==> src/sv/bmg_pkg.sv <==
// Package for the Box-Muller Gaussian sample generator.
// Holds the word types, stage map, arithmetic constants and CORDIC table.
// No dependencies.
package bmg_pkg;

  // Input word: two uniform fractions x/2^32
  typedef struct packed {
    logic [31:0] uniform_a;
    logic [31:0] uniform_b;
  } bmg_in_t;

  // Result word
  typedef struct packed {
    logic signed [31:0] sample_q16;
    logic               rejected;
    logic               saturated;
  } bmg_out_t;

  // Configuration register indexes
  localparam logic REG_MEAN = 1'b0;
  localparam logic REG_STD  = 1'b1;

  localparam int TABLE_ADDR_BITS_DEF = 10;
  localparam int CORDIC_ROUNDS = 24;
  localparam int LOG_FRAC_BITS = 24;
  localparam int SQRT_STEPS    = 19;
  localparam int S_W           = 38;   // width of -2 ln(u) in Q32
  localparam int CW            = 34;   // CORDIC datapath width

  localparam logic [30:0] TWO_LN2_Q30 = 31'd1488522236;
  localparam logic signed [CW-1:0] CORDIC_X0 = 34'sd652032875;

  // Stage map
  localparam int ST_LN   = LOG_FRAC_BITS + 1;       // log scale by 2 ln 2
  localparam int ST_SQ0  = ST_LN + 1;               // first square root step
  localparam int ST_RC   = ST_SQ0 + SQRT_STEPS;     // radius times cosine
  localparam int ST_ZS   = ST_RC + 1;               // times std deviation
  localparam int ST_OUT  = ST_ZS + 1;               // add mean, saturate
  localparam int NSTG    = ST_OUT + 1;

  // atan(2^-i) in units of 2^32 per turn
  localparam logic [31:0] ATAN_TURNS [CORDIC_ROUNDS] = '{
    32'd536870912, 32'd316933406, 32'd167458907, 32'd85004756,
    32'd42667331,  32'd21354465,  32'd10680862,  32'd5340245,
    32'd2670675,   32'd1335343,   32'd667544,    32'd333772,
    32'd166886,    32'd83443,     32'd41722,     32'd20861,
    32'd10430,     32'd5215,      32'd2608,      32'd1304,
    32'd652,       32'd326,       32'd163,       32'd81
  };

endpackage

==> src/sv/bmg_ctrl.sv <==
// Pipeline control: valid bit per stage and per-stage load enables.
// Bubbles collapse, so a stalled output does not hold up empty stages.
// Depends on bmg_pkg.
module bmg_ctrl import bmg_pkg::*; #(
  parameter int N = NSTG
) (
  input  logic         clk,
  input  logic         rst_n,
  input  logic         in_valid,
  input  logic         out_ready,
  output logic [N-1:0] en,
  output logic         last_valid
);

  logic [N-1:0] v_r;
  logic [N-1:0] v_nxt;

  // a stage loads when it is empty or its content moves on
  always_comb begin
    en[N-1] = !v_r[N-1] || out_ready;
    for (int k = N - 2; k >= 0; k--) begin
      en[k] = !v_r[k] || en[k+1];
    end
  end

  always_comb begin
    v_nxt[0] = en[0] ? in_valid : v_r[0];
    for (int k = 1; k < N; k++) begin
      v_nxt[k] = en[k] ? v_r[k-1] : v_r[k];
    end
  end

  always_ff @(posedge clk) begin
    if (!rst_n) begin
      v_r <= '0;
    end else begin
      v_r <= v_nxt;
    end
  end

  assign last_valid = v_r[N-1];

endmodule

==> config.mk <==
export PLATFORM = sky130hd
export DESIGN_NAME = bmg_ctrl
export DESIGN_NICKNAME = d
export VERILOG_FILES = /design/src/sv/bmg_pkg.sv /design/src/sv/bmg_ctrl.sv
export SDC_FILE = /design/constraint.sdc
export NUM_CORES = 1
export LEC_CHECK = 0
export ABC_AREA = 1
export BUFFER_PORTS_ARGS = -buffer_cell sky130_fd_sc_hd__buf_2
export CORE_MARGIN = 5
export CORE_UTILIZATION = 28
export CTS_BUF_LIST = sky130_fd_sc_hd__clkbuf_8 sky130_fd_sc_hd__clkbuf_16
export CTS_CLUSTER_SIZE = 25
export DETAILED_ROUTE_END_ITERATION = 8
export PLACE_DENSITY_LB_ADDON = 0.1
export SLEW_MARGIN = 20
export SYNTH_ARGS = -nofsm -noshare
export SYNTH_HDL_FRONTEND = slang
export SYNTH_SLANG_ARGS = --single-unit
==> constraint.sdc <==
create_clock -name clk -period 7.45 [get_ports clk]
set_clock_uncertainty 0.2 [all_clocks]
set_input_delay 2.235 -clock clk [delete_from_list [all_inputs] [get_ports clk]]
set_output_delay 2.235 -clock clk [all_outputs]
set_load 0.05 [all_outputs]
==> results.json <==
{
  "grt_pass1_wl_um": 6996,
  "reg_top3": "v_r x48",
  "min_path_type": "flip-flop to flip-flop",
  "fin_nets": 306,
  "maxSlewHeadroom": 0.6675,
  "critical_path_buf_inv_count": 4,
  "critPathKind": "input port to output port",
  "post-route-period-util": 1.040,
  "crit_path_max_fanout": 5,
  "pre_cts_ws_ns": -0.4556,
  "final_cell_mix": "inv_1, dfxtp_1, buf_2",
  "layout.cells.most_common": "inv_1",
  "place_congestion": 0.6714,
  "grt_max_degree": 48,
  "path_delay_family": "simple AND/OR/NAND/NOR gates",
  "crit_top_cell": "nand4_4",
  "slowest_stage": "nor3_4",
  "largest_reg_flops": 48,
  "yosys_register_bits": 48,
  "multiInputGateArea_um2": 757.0,
  "yosysSeqAreaShare": 0.5007,
  "post_drt_wl_per_cell_um": 10.51,
  "num_io_pins": 53,
  "grt_pass1_vias": 1549,
  "die_w_um": 92.80,
  "hold_buffers": 0,
  "numCtsBuffers": 5,
  "rr_startpoint": "v_r[47]",
  "dr.pass1.iters": 4,
  "cts_root_buf": "clkbuf_8",
  "peakVddDrop_mv": 0.07906,
  "layout_setup_ws_ns": -0.2957,
  "slew_viol_final": 0,
  "period_minus_slack_ns": 7.746,
  "synth_warnings": 0,
  "clockBufferDepth": 2,
  "hpwlAfterDp_um": 2798,
  "synthCells": 211,
  "start_util": 0.2857,
  "via_per_inst": 4.178,
  "hold_ws_ns": 0.2593,
  "setup_viol": 8,
  "num_vias": 1600,
  "power_uw": 426.0,
  "netlist-cell-type-count": 14,
  "antenna_cells": 0,
  "layout.area.seq_um2": 960.9,
  "violations": "negative setup slack",
  "hold_violations": 0,
  "setup-tns-final_ns": -1.450,
  "synth_nets": 215,
  "p_leak_uw": 0.001116,
  "drt_iter0_drc": 47,
  "rsz0062_at_grt": "yes",
  "fillerInstances": 712,
  "max_cap_viol_count": 0,
  "netlist_area_um2": 1919,
  "worstMarginPinSlew_ns": 0.4988,
  "arrival_ns": 5.31,
  "overflow": 0,
  "areaGrowthSynthToFinish_pct": 44.13,
  "max_freq_ghz": 0.1291,
  "startpoint": "out_ready",
  "top_register": "v_r",
  "cts.sinks": 48,
  "min-delay-start": "v_r[0]",
  "status": "finished with violations",
  "fp.dieArea_um2": 8611,
  "drc": 0,
  "avgSynthCellArea_um2": 9.096,
  "critical_path.max_stage_delay_ns": 0.18,
  "powerDensity_nw_per_um2": 154.0,
  "port_buffers": 52,
  "die_y_um": 92.80,
  "antenna_found_initial": 0,
  "drtAntennaViolNets": 0,
  "cts.reportedPaths.clkPinSlew_ns": 0.09,
  "worst_skew_pair.late_latency_ns": 0.30,
  "rows": 30,
  "track_usage": 0.1014,
  "cp.required_ns": 5.02,
  "drive_gt1_frac": 0.4059,
  "core_um2": 6719,
  "cp-start-kind": "input port",
  "htreeDepth": 2,
  "cts_tree": "done",
  "end_kind": "output port",
  "routed_wl_um": 4025
}
==> cell type report <==
type / instances / area share
Sequential cell: 48 / 0.3474
Multi-Input combinational cell: 106 / 0.2736
Timing Repair Buffer: 89 / 0.2343
Inverter: 52 / 0.07508
Tap cell: 80 / 0.03618
Clock buffer: 6 / 0.02985
Clock inverter: 2 / 0.003618
==> routing by layer <==
metal | up-vias | routed length [µm] | track usage
met2 | 31 | 2000 | 0.1722
met3 | 5 | 236 | 0.03412
met5 | - | 0 | 0
li1 | 843 | - | -
met1 | 721 | 1713 | 0.1167
met4 | 0 | 75 | 0.04029
==> power breakdown <==
group          internal [µW]  leakage [µW]  switching (µW)
clock                   74.2     0.0000510            85.4
sequential               257      0.000387           0.756
combinational           2.67      0.000678            5.81
total                    334       0.00112            92.0
==> synth_stat cells (all sizes together) <==
| master | n | area share |
|---|---|---|
| a21oi | 37 | 0.096 |
| clkbuf | 5 | 0.0098 |
| clkinv | 1 | 0.0020 |
| dfxtp | 48 | 0.50 |
| inv | 51 | 0.10 |
| nand2 | 12 | 0.023 |
| nand3 | 11 | 0.029 |
| nand4 | 12 | 0.13 |
| nor2 | 32 | 0.10 |
| nor3 | 1 | 0.0085 |
| o21a | 1 | 0.0039 |
==> metrics by stage <==
step	area [µm²]	cells	utilization
global placement	2431	359	0.3618
floorplan	1932	211	-
finish	2766	383	0.4117
global route	2766	383	0.4117
detailed placement	2431	359	0.3618
CTS	2671	377	0.3976
==> repair_timing <==
item,CTS,global route
pin swaps,1,0
setup endpoints to repair,10,13
gates resized for setup,22,20
setup buffers,10,6
==> final timing paths <==
kind                                to  slack (ns)  cells after the start
worst max-delay path             en[2]       -0.30                     27
worst min-delay path            v_r[1]        0.26                      2
worst max register to register  v_r[1]        3.65                     26
worst min register to register  v_r[1]        0.26                      2
==> cell families after synthesis <==
family,share of synthesized area
AND/OR/NAND/NOR,0.2875
buffers and inverters,0.1115
AO/OA/AOI/OAI,0.1004
flip-flops,0.5007
==> worst min-delay path, delay by kind of cell (launching register included) <==
kind                   cells  cell delay [ns]
AOI/OAI and AO/OA          1             0.05
buffers and inverters      1             0.05
DFF                        1             0.32
Note: power is estimated with default switching activity, not from simulation.
